[config.mk]
export PLATFORM = sky130hd
export DESIGN_NAME = euler_camera_pose_update_flat
export DESIGN_NICKNAME = d
export VERILOG_FILES = /design/src/hw/rtl/ecpu_pkg.sv /design/src/hw/rtl/ecpu_ifs.sv /design/src/hw/rtl/ecpu_cordic.sv /design/src/hw/rtl/ecpu_serial_mul.sv /design/src/hw/rtl/euler_camera_pose_update.sv /design/src/flat_wrapper.sv
export SDC_FILE = /design/constraint.sdc
export NUM_CORES = 2
export LEC_CHECK = 0
export BUFFER_PORTS_ARGS = -buffer_cell sky130_fd_sc_hd__buf_2
export CORE_ASPECT_RATIO = 2
export CORE_MARGIN = 1
export CORE_UTILIZATION = 40
export CTS_CLUSTER_SIZE = 16
export DETAILED_ROUTE_END_ITERATION = 10
export PLACE_DENSITY_LB_ADDON = 0.15
export SLEW_MARGIN = 20
export SYNTH_ARGS = -nofsm -noshare
export SYNTH_HDL_FRONTEND = slang
export SYNTH_HIERARCHICAL = 1
export SYNTH_SLANG_ARGS = --single-unit
[constraint.sdc]
create_clock -name clock -period 12.8 [get_ports clock]
set_clock_uncertainty 0.2 [all_clocks]
set_input_delay 1.92 -clock clock [delete_from_list [all_inputs] [get_ports clock]]
set_output_delay 1.92 -clock clock [all_outputs]
set_load 0.01 [all_outputs]
[src/hw/rtl/ecpu_pkg.sv]
// ecpu_pkg: types, constants and helper functions of the camera pose update block
// no dependencies; imported by the request and response interfaces and every module of the block
`default_nettype none

package ecpu_pkg;

   localparam int TrigIterations = 14;
   localparam int TrigSteps      = (TrigIterations < 20) ? TrigIterations : 20;

   localparam int AngW  = 36;   // Q2.30 angle with headroom for the wrap
   localparam int TrigW = 34;   // Q2.30 sine and cosine
   localparam int MulW  = 34;   // operand width of the serial multiplier
   localparam int ProdW = 2 * MulW;
   localparam int DotW  = 50;   // sum of three basis by velocity or position products
   localparam int SumW  = 36;

   localparam int BasisSteps = 14;

   localparam logic signed [AngW-1:0]  AngPi      = 36'sd3373259426;
   localparam logic signed [AngW-1:0]  AngHalfPi  = 36'sd1686629713;
   localparam logic signed [AngW-1:0]  AngTwoPi   = 36'sd6746518852;
   localparam logic signed [TrigW-1:0] CordicGain = 34'sd652032874;
   localparam logic signed [15:0]      PitchLimit = 16'sd6144;
   localparam logic signed [SumW-1:0]  OneQ14     = 36'sd16384;

   typedef enum logic {
      OP_TICK     = 1'b0,
      OP_SET_POSE = 1'b1
   } op_type;

   typedef enum logic [1:0] {
      CORDIC_IDLE,
      CORDIC_FOLD,
      CORDIC_ITER,
      CORDIC_DONE
   } cordic_state_type;

   typedef enum logic [2:0] {
      ST_IDLE,
      ST_TRIG_START,
      ST_TRIG_WAIT,
      ST_MUL_START,
      ST_MUL_WAIT,
      ST_RESP
   } state_type;

   typedef enum logic [1:0] {
      PH_BASIS,
      PH_VEL,
      PH_TRANS
   } phase_type;

   typedef struct packed {
      op_type             op;
      logic signed [15:0] pitch_angle;
      logic signed [15:0] yaw_angle;
      logic signed [31:0] vel_right;
      logic signed [31:0] vel_up;
      logic signed [31:0] vel_forward;
      logic signed [31:0] pos_x;
      logic signed [31:0] pos_y;
      logic signed [31:0] pos_z;
   } req_type;

   typedef struct packed {
      logic signed [15:0] right_x;
      logic signed [15:0] right_y;
      logic signed [15:0] right_z;
      logic signed [15:0] up_x;
      logic signed [15:0] up_y;
      logic signed [15:0] up_z;
      logic signed [15:0] fwd_x;
      logic signed [15:0] fwd_y;
      logic signed [15:0] fwd_z;
      logic signed [31:0] trans_right;
      logic signed [31:0] trans_up;
      logic signed [31:0] trans_forward;
   } rsp_type;

   function automatic logic signed [AngW-1:0] atan_q30(input logic [4:0] idx);
      logic signed [AngW-1:0] r;
      unique case (idx)
         5'd0:  r = 36'sh03243F6A8;
         5'd1:  r = 36'sh01DAC6705;
         5'd2:  r = 36'sh00FADBAFC;
         5'd3:  r = 36'sh007F56EA6;
         5'd4:  r = 36'sh003FEAB76;
         5'd5:  r = 36'sh001FFD55B;
         5'd6:  r = 36'sh000FFFAAA;
         5'd7:  r = 36'sh0007FFF55;
         5'd8:  r = 36'sh0003FFFEA;
         5'd9:  r = 36'sh0001FFFFD;
         5'd10: r = 36'sh0000FFFFF;
         5'd11: r = 36'sh00007FFFF;
         5'd12: r = 36'sh00003FFFF;
         5'd13: r = 36'sh00001FFFF;
         5'd14: r = 36'sh00000FFFF;
         5'd15: r = 36'sh000007FFF;
         5'd16: r = 36'sh000003FFF;
         5'd17: r = 36'sh000001FFF;
         5'd18: r = 36'sh000000FFF;
         5'd19: r = 36'sh0000007FF;
         default: r = '0;
      endcase
      return r;
   endfunction

   // Q2.30 sum to Q1.14, rounded and clamped to plus or minus one
   function automatic logic signed [15:0] to_q14(input logic signed [SumW-1:0] v);
      logic signed [SumW-1:0] t;
      t = (v + 36'sd32768) >>> 16;
      if (t > OneQ14) begin
         t = OneQ14;
      end else if (t < -OneQ14) begin
         t = -OneQ14;
      end
      return t[15:0];
   endfunction

   function automatic logic signed [31:0] sat32(input logic signed [36:0] v);
      logic signed [31:0] r;
      if (v > 37'sd2147483647) begin
         r = 32'sh7FFFFFFF;
      end else if (v < -37'sd2147483648) begin
         r = 32'sh80000000;
      end else begin
         r = v[31:0];
      end
      return r;
   endfunction

endpackage

`default_nettype wire

[src/hw/rtl/ecpu_ifs.sv]
// ecpu request, response and register write channels
// depends on ecpu_pkg for the payload types
`default_nettype none

interface ecpu_req_if;
   import ecpu_pkg::*;
   logic    valid;
   logic    ready;
   req_type data;
   modport source (output valid, output data, input ready);
   modport sink (input valid, input data, output ready);
endinterface

interface ecpu_rsp_if;
   import ecpu_pkg::*;
   logic    valid;
   logic    ready;
   rsp_type data;
   modport source (output valid, output data, input ready);
   modport sink (input valid, input data, output ready);
endinterface

interface ecpu_csr_if;
   logic               valid;
   logic               ready;
   logic signed [15:0] data;
   modport source (output valid, output data, input ready);
   modport sink (input valid, input data, output ready);
endinterface

`default_nettype wire

[src/hw/rtl/ecpu_cordic.sv]
// ecpu_cordic: iterative rotation-mode cordic, one step per cycle, gives sine and cosine
// depends on ecpu_pkg for widths, the arctangent table and the state type
`default_nettype none

module ecpu_cordic (
   input  wire logic                              clock,
   input  wire logic                              reset,
   input  wire logic                              start,
   input  wire logic signed [15:0]                angle,
   output logic                                   done,
   output logic signed [ecpu_pkg::TrigW-1:0]      cos_val,
   output logic signed [ecpu_pkg::TrigW-1:0]      sin_val
);
   import ecpu_pkg::*;

   cordic_state_type       state_ff, state_in;
   logic signed [AngW-1:0] ang_ff, ang_in;
   logic signed [TrigW-1:0] x_ff, x_in, y_ff, y_in;
   logic                   neg_ff, neg_in;
   logic [4:0]             iter_ff, iter_in;

   logic signed [AngW-1:0]  ang_ext, ang_wrap;
   logic signed [TrigW-1:0] x_sh, y_sh;
   logic                    last_iter;

   assign ang_ext   = {{2{angle[15]}}, angle, 18'd0};
   assign x_sh      = x_ff >>> iter_ff;
   assign y_sh      = y_ff >>> iter_ff;
   assign last_iter = (iter_ff == 5'(TrigSteps - 1));

   always_comb begin
      if (ang_ext > AngPi) begin
         ang_wrap = ang_ext - AngTwoPi;
      end else if (ang_ext < -AngPi) begin
         ang_wrap = ang_ext + AngTwoPi;
      end else begin
         ang_wrap = ang_ext;
      end
   end

   always_comb begin
      state_in = state_ff;
      unique case (state_ff)
         CORDIC_IDLE: if (start) state_in = CORDIC_FOLD;
         CORDIC_FOLD: state_in = CORDIC_ITER;
         CORDIC_ITER: if (last_iter) state_in = CORDIC_DONE;
         CORDIC_DONE: state_in = CORDIC_IDLE;
         default:     state_in = CORDIC_IDLE;
      endcase
   end

   always_comb begin
      ang_in  = ang_ff;
      x_in    = x_ff;
      y_in    = y_ff;
      neg_in  = neg_ff;
      iter_in = iter_ff;
      unique case (state_ff)
         CORDIC_IDLE: begin
            ang_in  = ang_wrap;
            x_in    = CordicGain;
            y_in    = '0;
            neg_in  = 1'b0;
            iter_in = '0;
         end
         CORDIC_FOLD: begin
            // bring the angle into the right half plane, flip the result later
            if (ang_ff > AngHalfPi) begin
               ang_in = ang_ff - AngPi;
               neg_in = 1'b1;
            end else if (ang_ff < -AngHalfPi) begin
               ang_in = ang_ff + AngPi;
               neg_in = 1'b1;
            end
         end
         CORDIC_ITER: begin
            if (!ang_ff[AngW-1]) begin
               x_in   = x_ff - y_sh;
               y_in   = y_ff + x_sh;
               ang_in = ang_ff - atan_q30(iter_ff);
            end else begin
               x_in   = x_ff + y_sh;
               y_in   = y_ff - x_sh;
               ang_in = ang_ff + atan_q30(iter_ff);
            end
            iter_in = iter_ff + 5'd1;
         end
         default: begin
         end
      endcase
   end

   always_ff @(posedge clock) begin
      if (reset) begin
         state_ff <= CORDIC_IDLE;
      end else begin
         state_ff <= state_in;
      end
      ang_ff  <= ang_in;
      x_ff    <= x_in;
      y_ff    <= y_in;
      neg_ff  <= neg_in;
      iter_ff <= iter_in;
   end

   assign done    = (state_ff == CORDIC_DONE);
   assign cos_val = neg_ff ? -x_ff : x_ff;
   assign sin_val = neg_ff ? -y_ff : y_ff;

endmodule

`default_nettype wire

[src/hw/rtl/ecpu_serial_mul.sv]
// ecpu_serial_mul: signed bit-serial shift-add multiplier, one multiplier bit per cycle
// depends on ecpu_pkg for the operand and product widths
`default_nettype none

module ecpu_serial_mul (
   input  wire logic                              clock,
   input  wire logic                              reset,
   input  wire logic                              start,
   input  wire logic signed [ecpu_pkg::MulW-1:0]  mcand,
   input  wire logic signed [ecpu_pkg::MulW-1:0]  mplier,
   output logic                                   done,
   output logic signed [ecpu_pkg::ProdW-1:0]      product
);
   import ecpu_pkg::*;

   logic signed [MulW+1:0] acc_ff;
   logic [MulW-1:0]        lo_ff;
   logic signed [MulW-1:0] mcand_ff;
   logic [5:0]             cnt_ff;
   logic                   busy_ff, done_ff;

   logic signed [MulW+1:0] addend, sum;
   logic                   last_bit;
   logic [2*MulW+1:0]      full;

   assign last_bit = (cnt_ff == 6'(MulW - 1));

   // the top multiplier bit carries negative weight
   always_comb begin
      if (!lo_ff[0]) begin
         addend = '0;
      end else if (last_bit) begin
         addend = -(MulW+2)'(mcand_ff);
      end else begin
         addend = (MulW+2)'(mcand_ff);
      end
   end

   assign sum = acc_ff + addend;

   always_ff @(posedge clock) begin
      if (reset) begin
         busy_ff <= 1'b0;
         done_ff <= 1'b0;
      end else begin
         done_ff <= busy_ff && last_bit;
         if (start) begin
            busy_ff <= 1'b1;
         end else if (busy_ff && last_bit) begin
            busy_ff <= 1'b0;
         end
      end
      if (start) begin
         acc_ff   <= '0;
         lo_ff    <= mplier;
         mcand_ff <= mcand;
         cnt_ff   <= '0;
      end else if (busy_ff) begin
         acc_ff <= sum >>> 1;
         lo_ff  <= {sum[0], lo_ff[MulW-1:1]};
         cnt_ff <= cnt_ff + 6'd1;
      end
   end

   assign full    = {acc_ff, lo_ff};
   assign product = full[ProdW-1:0];
   assign done    = done_ff;

endmodule

`default_nettype wire

[src/hw/rtl/euler_camera_pose_update.sv]
// euler_camera_pose_update: fly camera pose update and yxz euler view matrix
// depends on ecpu_pkg, ecpu_ifs, ecpu_cordic and ecpu_serial_mul
//
// One request at a time. Sine and cosine of yaw, pitch and roll come one after the
// other from a single cordic, each angle passing start, fold, 14 steps and done. All
// products then go through one bit-serial multiplier (start, 34 bit steps, done
// each): 14 for the basis, 9 for the position move of a tick and 9 for the
// translation column. The response is held until taken; the next request is
// accepted after that. The roll register is always ready for writes.
`default_nettype none

module euler_camera_pose_update (
   input wire logic   clock,
   input wire logic   reset,
   ecpu_req_if.sink   req_ch,
   ecpu_rsp_if.source rsp_ch,
   ecpu_csr_if.sink   csr_ch
);
   import ecpu_pkg::*;

   state_type   state_ff, state_in;
   phase_type   ph_ff;
   op_type      op_ff;
   logic [1:0]  trig_idx_ff, k_ff, n_ff;
   logic [3:0]  step_ff;

   logic signed [15:0]       roll_ff, pitch_ff, yaw_ff;
   logic signed [31:0]       vel_ff [3];
   logic signed [31:0]       pos_ff [3];
   logic signed [31:0]       trans_ff [3];
   logic signed [15:0]       basis_ff [9];
   logic signed [TrigW-1:0]  cs_ff [3];
   logic signed [TrigW-1:0]  sn_ff [3];
   logic signed [TrigW-1:0]  m0_ff, m1_ff, m2_ff, m3_ff;
   logic signed [DotW-1:0]   dacc_ff;

   logic                    req_ready, rsp_valid, cordic_start, mul_start;
   logic                    cordic_done, mul_done, last_mul;
   logic signed [15:0]      cordic_angle, pitch_clamped;
   logic signed [TrigW-1:0] cordic_cos, cordic_sin;
   logic signed [MulW-1:0]  op_a, op_b;
   logic signed [ProdW-1:0] product, prod_rnd;
   logic signed [TrigW-1:0] r30;
   logic signed [DotW-1:0]  dsum, dsum_rnd;
   logic signed [SumW-1:0]  dshift;
   logic [3:0]              bidx;

   ecpu_cordic u_cordic (
      .clock   (clock),
      .reset   (reset),
      .start   (cordic_start),
      .angle   (cordic_angle),
      .done    (cordic_done),
      .cos_val (cordic_cos),
      .sin_val (cordic_sin)
   );

   ecpu_serial_mul u_mul (
      .clock   (clock),
      .reset   (reset),
      .start   (mul_start),
      .mcand   (op_a),
      .mplier  (op_b),
      .done    (mul_done),
      .product (product)
   );

   assign last_mul = (ph_ff == PH_TRANS) && (k_ff == 2'd2) && (n_ff == 2'd2);

   always_comb begin
      state_in = state_ff;
      unique case (state_ff)
         ST_IDLE:       if (req_ch.valid) state_in = ST_TRIG_START;
         ST_TRIG_START: state_in = ST_TRIG_WAIT;
         ST_TRIG_WAIT: begin
            if (cordic_done) begin
               state_in = (trig_idx_ff == 2'd2) ? ST_MUL_START : ST_TRIG_START;
            end
         end
         ST_MUL_START:  state_in = ST_MUL_WAIT;
         ST_MUL_WAIT: begin
            if (mul_done) begin
               state_in = last_mul ? ST_RESP : ST_MUL_START;
            end
         end
         ST_RESP:       if (rsp_ch.ready) state_in = ST_IDLE;
         default:       state_in = ST_IDLE;
      endcase
   end

   always_comb begin
      req_ready    = 1'b0;
      rsp_valid    = 1'b0;
      cordic_start = 1'b0;
      mul_start    = 1'b0;
      unique case (state_ff)
         ST_IDLE:       req_ready = 1'b1;
         ST_TRIG_START: cordic_start = 1'b1;
         ST_MUL_START:  mul_start = 1'b1;
         ST_RESP:       rsp_valid = 1'b1;
         default: begin
         end
      endcase
   end

   assign req_ch.ready = req_ready;
   assign rsp_ch.valid = rsp_valid;
   assign csr_ch.ready = 1'b1;

   always_comb begin
      if (req_ch.data.op == OP_TICK && req_ch.data.pitch_angle > PitchLimit) begin
         pitch_clamped = PitchLimit;
      end else if (req_ch.data.op == OP_TICK && req_ch.data.pitch_angle < -PitchLimit) begin
         pitch_clamped = -PitchLimit;
      end else begin
         pitch_clamped = req_ch.data.pitch_angle;
      end
   end

   always_comb begin
      unique case (trig_idx_ff)
         2'd0:    cordic_angle = yaw_ff;
         2'd1:    cordic_angle = pitch_ff;
         default: cordic_angle = roll_ff;
      endcase
   end

   // basis products follow a fixed schedule, dot products walk rows and columns
   assign bidx = (ph_ff == PH_VEL) ? 4'(n_ff) * 4'd3 + 4'(k_ff)
                                   : 4'(k_ff) * 4'd3 + 4'(n_ff);

   always_comb begin
      op_a = '0;
      op_b = '0;
      unique case (ph_ff)
         PH_BASIS: begin
            unique case (step_ff)
               4'd0:    begin op_a = cs_ff[0]; op_b = cs_ff[2]; end
               4'd1:    begin op_a = sn_ff[0]; op_b = sn_ff[1]; end
               4'd2:    begin op_a = m1_ff;    op_b = sn_ff[2]; end
               4'd3:    begin op_a = cs_ff[1]; op_b = sn_ff[2]; end
               4'd4:    begin op_a = cs_ff[0]; op_b = sn_ff[1]; end
               4'd5:    begin op_a = m1_ff;    op_b = sn_ff[2]; end
               4'd6:    begin op_a = cs_ff[2]; op_b = sn_ff[0]; end
               4'd7:    begin op_a = m3_ff;    op_b = sn_ff[1]; end
               4'd8:    begin op_a = cs_ff[0]; op_b = sn_ff[2]; end
               4'd9:    begin op_a = cs_ff[1]; op_b = cs_ff[2]; end
               4'd10:   begin op_a = m0_ff;    op_b = sn_ff[1]; end
               4'd11:   begin op_a = sn_ff[0]; op_b = sn_ff[2]; end
               4'd12:   begin op_a = cs_ff[1]; op_b = sn_ff[0]; end
               default: begin op_a = cs_ff[0]; op_b = cs_ff[1]; end
            endcase
         end
         PH_VEL: begin
            op_a = MulW'(basis_ff[bidx]);
            op_b = MulW'(vel_ff[n_ff]);
         end
         default: begin
            op_a = MulW'(basis_ff[bidx]);
            op_b = MulW'(pos_ff[n_ff]);
         end
      endcase
   end

   assign prod_rnd = product + (ProdW'(1) <<< 29);
   assign r30      = prod_rnd[63:30];
   assign dsum     = ((n_ff == 2'd0) ? DotW'(0) : dacc_ff) + product[DotW-1:0];
   assign dsum_rnd = (dsum + DotW'(8192)) >>> 14;
   assign dshift   = dsum_rnd[SumW-1:0];

   always_ff @(posedge clock) begin
      if (reset) begin
         state_ff    <= ST_IDLE;
         roll_ff     <= '0;
         pos_ff[0]   <= '0;
         pos_ff[1]   <= '0;
         pos_ff[2]   <= '0;
         trig_idx_ff <= '0;
         ph_ff       <= PH_BASIS;
         step_ff     <= '0;
         k_ff        <= '0;
         n_ff        <= '0;
      end else begin
         state_ff <= state_in;
         if (csr_ch.valid) begin
            roll_ff <= csr_ch.data;
         end
         if (state_ff == ST_IDLE && req_ch.valid) begin
            trig_idx_ff <= '0;
            ph_ff       <= PH_BASIS;
            step_ff     <= '0;
            k_ff        <= '0;
            n_ff        <= '0;
            if (req_ch.data.op == OP_SET_POSE) begin
               pos_ff[0] <= req_ch.data.pos_x;
               pos_ff[1] <= req_ch.data.pos_y;
               pos_ff[2] <= req_ch.data.pos_z;
            end
         end
         if (state_ff == ST_TRIG_WAIT && cordic_done) begin
            trig_idx_ff <= trig_idx_ff + 2'd1;
         end
         if (state_ff == ST_MUL_WAIT && mul_done) begin
            unique case (ph_ff)
               PH_BASIS: begin
                  if (step_ff == 4'(BasisSteps - 1)) begin
                     ph_ff <= (op_ff == OP_TICK) ? PH_VEL : PH_TRANS;
                  end else begin
                     step_ff <= step_ff + 4'd1;
                  end
               end
               PH_VEL: begin
                  if (n_ff == 2'd2) begin
                     n_ff      <= '0;
                     pos_ff[k_ff] <= sat32(37'(pos_ff[k_ff]) + 37'(dshift));
                     if (k_ff == 2'd2) begin
                        k_ff  <= '0;
                        ph_ff <= PH_TRANS;
                     end else begin
                        k_ff <= k_ff + 2'd1;
                     end
                  end else begin
                     n_ff <= n_ff + 2'd1;
                  end
               end
               default: begin
                  if (n_ff == 2'd2) begin
                     n_ff <= '0;
                     if (k_ff != 2'd2) begin
                        k_ff <= k_ff + 2'd1;
                     end
                  end else begin
                     n_ff <= n_ff + 2'd1;
                  end
               end
            endcase
         end
      end

      if (state_ff == ST_IDLE && req_ch.valid) begin
         op_ff     <= req_ch.data.op;
         pitch_ff  <= pitch_clamped;
         yaw_ff    <= req_ch.data.yaw_angle;
         vel_ff[0] <= req_ch.data.vel_right;
         vel_ff[1] <= req_ch.data.vel_up;
         vel_ff[2] <= req_ch.data.vel_forward;
      end
      if (state_ff == ST_TRIG_WAIT && cordic_done) begin
         cs_ff[trig_idx_ff] <= cordic_cos;
         sn_ff[trig_idx_ff] <= cordic_sin;
      end
      if (state_ff == ST_MUL_WAIT && mul_done) begin
         dacc_ff <= dsum;
         if (ph_ff == PH_TRANS && n_ff == 2'd2) begin
            trans_ff[k_ff] <= sat32(-37'(dshift));
         end
         if (ph_ff == PH_BASIS) begin
            unique case (step_ff)
               4'd0: begin
                  m0_ff       <= r30;
                  basis_ff[7] <= to_q14(-SumW'(sn_ff[1]));
               end
               4'd1:    m1_ff <= r30;
               4'd2:    basis_ff[0] <= to_q14(SumW'(m0_ff) + SumW'(r30));
               4'd3:    basis_ff[1] <= to_q14(SumW'(r30));
               4'd4:    m1_ff <= r30;
               4'd5:    m2_ff <= r30;
               4'd6: begin
                  m3_ff       <= r30;
                  basis_ff[2] <= to_q14(SumW'(m2_ff) - SumW'(r30));
               end
               4'd7:    m2_ff <= r30;
               4'd8:    basis_ff[3] <= to_q14(SumW'(m2_ff) - SumW'(r30));
               4'd9:    basis_ff[4] <= to_q14(SumW'(r30));
               4'd10:   m2_ff <= r30;
               4'd11:   basis_ff[5] <= to_q14(SumW'(m2_ff) + SumW'(r30));
               4'd12:   basis_ff[6] <= to_q14(SumW'(r30));
               default: basis_ff[8] <= to_q14(SumW'(r30));
            endcase
         end
      end
   end

   assign rsp_ch.data.right_x       = basis_ff[0];
   assign rsp_ch.data.right_y       = basis_ff[1];
   assign rsp_ch.data.right_z       = basis_ff[2];
   assign rsp_ch.data.up_x          = basis_ff[3];
   assign rsp_ch.data.up_y          = basis_ff[4];
   assign rsp_ch.data.up_z          = basis_ff[5];
   assign rsp_ch.data.fwd_x         = basis_ff[6];
   assign rsp_ch.data.fwd_y         = basis_ff[7];
   assign rsp_ch.data.fwd_z         = basis_ff[8];
   assign rsp_ch.data.trans_right   = trans_ff[0];
   assign rsp_ch.data.trans_up      = trans_ff[1];
   assign rsp_ch.data.trans_forward = trans_ff[2];

   a_req_starts_work: assert property (@(posedge clock) disable iff (reset)
      req_ch.valid && req_ch.ready |=> state_ff == ST_TRIG_START)
      else $error("accepted request did not start the sine and cosine pass");

   a_mul_done_in_wait: assert property (@(posedge clock) disable iff (reset)
      mul_done |-> state_ff == ST_MUL_WAIT)
      else $error("multiplier finished outside the product wait state");

   a_cordic_done_in_wait: assert property (@(posedge clock) disable iff (reset)
      cordic_done |-> state_ff == ST_TRIG_WAIT)
      else $error("cordic finished outside the trig wait state");

   a_basis_in_range: assert property (@(posedge clock) disable iff (reset)
      rsp_valid |-> basis_ff[4] <= 16'sd16384 && basis_ff[4] >= -16'sd16384
                 && basis_ff[7] <= 16'sd16384 && basis_ff[7] >= -16'sd16384)
      else $error("basis component beyond unit range");

   a_resp_then_idle: assert property (@(posedge clock) disable iff (reset)
      rsp_valid && rsp_ch.ready |=> state_ff == ST_IDLE)
      else $error("response taken but block did not return to idle");

endmodule

`default_nettype wire

[src/flat_wrapper.sv]
// flat-port wrapper written by rule: the top's interface ports become plain ports
module euler_camera_pose_update_flat import ecpu_pkg::*;
  (clock, reset, req_ch_valid, req_ch_data, req_ch_ready, rsp_ch_valid, rsp_ch_data, rsp_ch_ready, csr_ch_valid, csr_ch_data, csr_ch_ready);
  ecpu_req_if req_ch_i ();
  ecpu_rsp_if rsp_ch_i ();
  ecpu_csr_if csr_ch_i ();
  input wire logic clock;
  input wire logic reset;
  input wire logic [$bits(req_ch_i.valid)-1:0] req_ch_valid;
  input wire logic [$bits(req_ch_i.data)-1:0] req_ch_data;
  output wire logic [$bits(req_ch_i.ready)-1:0] req_ch_ready;
  output wire logic [$bits(rsp_ch_i.valid)-1:0] rsp_ch_valid;
  output wire logic [$bits(rsp_ch_i.data)-1:0] rsp_ch_data;
  input wire logic [$bits(rsp_ch_i.ready)-1:0] rsp_ch_ready;
  input wire logic [$bits(csr_ch_i.valid)-1:0] csr_ch_valid;
  input wire logic [$bits(csr_ch_i.data)-1:0] csr_ch_data;
  output wire logic [$bits(csr_ch_i.ready)-1:0] csr_ch_ready;
  assign req_ch_i.valid = req_ch_valid;
  assign req_ch_i.data = req_ch_data;
  assign req_ch_ready = req_ch_i.ready;
  assign rsp_ch_valid = rsp_ch_i.valid;
  assign rsp_ch_data = rsp_ch_i.data;
  assign rsp_ch_i.ready = rsp_ch_ready;
  assign csr_ch_i.valid = csr_ch_valid;
  assign csr_ch_i.data = csr_ch_data;
  assign csr_ch_ready = csr_ch_i.ready;
  euler_camera_pose_update u_core (.clock(clock), .reset(reset), .req_ch(req_ch_i), .rsp_ch(rsp_ch_i), .csr_ch(csr_ch_i));
endmodule
==> flow_metrics.py <==
metrics = {
    "outcome": {
        "status": "completed",
    },
    "setup_path": {
        "worstSetupEndpointType": "flop",
        "crit_arrival_ns": 11.54,
        "path_buf_inv": 5,
        "worstPathMaxFanout": 29,
        "crit_family": "compound AO/OA/AOI/OAI gates",
        "cp.required_ns": 13.08,
        "cp-start-kind": "flop",
        "slowest_stage": "a211oi_1",
        "critPathKind": "flop to flop",
        "critPathMaxStageDelay_ns": 0.72,
    },
    "grt": {
        "use_met1_pct": 33.4,
        "grt_pass1_vias": 68800,
        "grt_util_met3_pct": 4.79,
        "grt_pass1_wl_mm": 483,
        "use_met2_pct": 59.0,
        "grt_usage_pct": 32.3,
        "overflow": 0,
        "antenna_found_initial": 25,
        "grt_start_max_net_pins": 104,
        "busiest_layer": "met2",
    },
    "timing": {
        "fin_setup_tns_ns": 0,
        "period_share_pct": 88.0,
        "layout_setup_ws_ns": 1.54,
        "relSlewSlack_pct": 16.3,
        "worst_slew_pin_slew_ns": 1.26,
        "rsz0062_at_grt": "no",
        "drv_slew": 0,
        "setup_viol": 0,
        "max_freq_ghz": 0.0888,
        "hold_viol": 0,
        "min_period_ns": 11.26,
    },
    "clocking": {
        "cts-root-buf": "clkbuf_16",
        "cts.htree.levels": 3,
        "clk_latency_ns": 0.79,
        "holdBufCountCts": 0,
        "cts_max_path_buffers": 3,
        "cts_tree": "yes",
        "post_cts_buffers": 0,
        "numCtsBuffers": 114,
        "ctsResizeCount": 0,
        "clock-sinks": 1171,
        "clk_pin_slew_ns": 0.07,
    },
    "drt": {
        "num_vias": 69300,
        "detail-route-antenna-nets": 0,
        "wl_per_cell_um": 30.8,
        "first_pass_iters": 9,
        "viasPerCell": 6.24,
        "drt_iter0_drc": 6312,
        "wirelength_mm": 342,
        "drcViolationCount": 0,
    },
    "finish": {
        "drive_gt1_share_pct": 15.5,
        "fin_nets": 9025,
        "fin_util_pct": 44.9,
        "final_cell_mix": "edfxtp_1, nand2_1, nor2_1, ha_1, buf_2",
        "fin_area_sq_mm": 0.0911,
        "area_growth_pct": 11.5,
        "fin_cells": 11100,
        "final_common_cell": "edfxtp_1",
    },
    "placed_design": {
        "dp_hpwl_mm": 264,
        "gp_congestion": 1.02,
        "placed_cell_area_sq_mm": 0.0870,
        "dpl_worst_slack_ns": 1.38,
        "io_buffers": 487,
        "dp.cells": 10900,
    },
    "die": {
        "dieArea_sq_mm": 0.206,
        "core-area_sq_mm": 0.203,
        "chipHeight_um": 641,
        "boundaryPins": 489,
        "die_x_um": 322,
        "rows": 234,
        "initial_core_util_pct": 40.3,
    },
    "synthesis": {
        "synthCells": 7967,
        "syn_nets": 8725,
        "syn-cell-area_sq_mm": 0.0817,
        "avgSynthCellArea_sq_um": 10.3,
        "yosys_warnings": 6,
    },
    "power": {
        "vdd_drop_max_v": 0.000220,
        "leakage_nw": 34.5,
        "p_per_area_mw_per_mm2": 223,
    },
    "worst_hold_path": {
        "hp-class": "flop to flop",
    },
    "job": {
        "cap_violations": 0,
    },
}
[registers in the layout (all words and copies together), names as in the netlist, 34 cells and up, named ones only]
name	flops
u_core/m3_ff	34
u_core/u_cordic/y_ff	34
u_core/cs_ff	102
u_core/m2_ff	34
u_core/u_cordic/ang_ff	36
u_core/m1_ff	34
u_core/pos_ff	128
u_core/u_mul/mcand_ff	34
u_core/sn_ff	102
u_core/u_mul/acc_ff	35
u_core/u_mul/lo_ff	34
u_core/vel_ff	96
u_core/trans_ff	96
u_core/m0_ff	34
u_core/u_cordic/x_ff	34
u_core/basis_ff	144
u_core/dacc_ff	50
[routing by layer]
layer  vias to the layer above  wire (um)
li1                      30900          -
met1                     34300     116000
met2                      3048     176000
met3                       940      20300
met4                        13      29100
met5                         -        114
[path summary, 6_finish.rpt]
path,cells after the start,slack (ns),from,end
worst max-delay path,33,1.54,u_core/n_ff[1]$_SDFF_PP0_,u_core/pos_ff[0][4]$_DFFE_PP_
worst min-delay path,2,0.29,u_core/u_mul/acc_ff[34]$_SDFFE_PP0P_,u_core/u_mul/acc_ff[34]$_SDFFE_PP0P_
worst max register to register,33,1.54,u_core/n_ff[1]$_SDFF_PP0_,u_core/pos_ff[0][4]$_DFFE_PP_
worst min register to register,2,0.29,u_core/u_mul/acc_ff[34]$_SDFFE_PP0P_,u_core/u_mul/acc_ff[34]$_SDFFE_PP0P_
[final cells by class]
class,count,area (sq um)
multi-input cells,6024,44600
inverters,297,1120
well taps,2714,3400
diodes,15,37.5
repair buffers,659,3770
clock inverters,78,941
clock buffers,133,3030
fillers,19200,112000
flip-flops and latches,1171,34100
[power by group]
group,internal [mW],total [mW],leakage (nW),switching [mW]
logic,4.13,11.2,21.6,7.08
registers,4.87,5.42,10.9,0.553
clock network,2.02,3.70,1.91,1.68
total,11.0,20.3,34.5,9.31
[metrics by stage]
| step | hold WS [ns] | total power, mW |
|---|---|---|
| 2_1_floorplan | 0.256 | 13.1 |
| 3_3_place_gp | 0.272 | 16.3 |
| 3_5_place_dp | 0.286 | 16.4 |
| 4_1_cts | 0.294 | 20.2 |
| 5_1_grt | 0.320 | 21.4 |
| 6_report | 0.292 | 20.3 |
[worst reg2reg max path, delay by kind of cell, from the launching register on]
| family | cells | cell delay, ns |
|---|---|---|
| buf+inv | 5 | 1.10 |
| compound gates | 14 | 4.63 |
| fa+ha+maj | 5 | 1.90 |
| simple gates | 8 | 2.27 |
| flops | 1 | 0.70 |
| xor+xnor | 1 | 0.16 |
(Power assumes the default switching activity.)
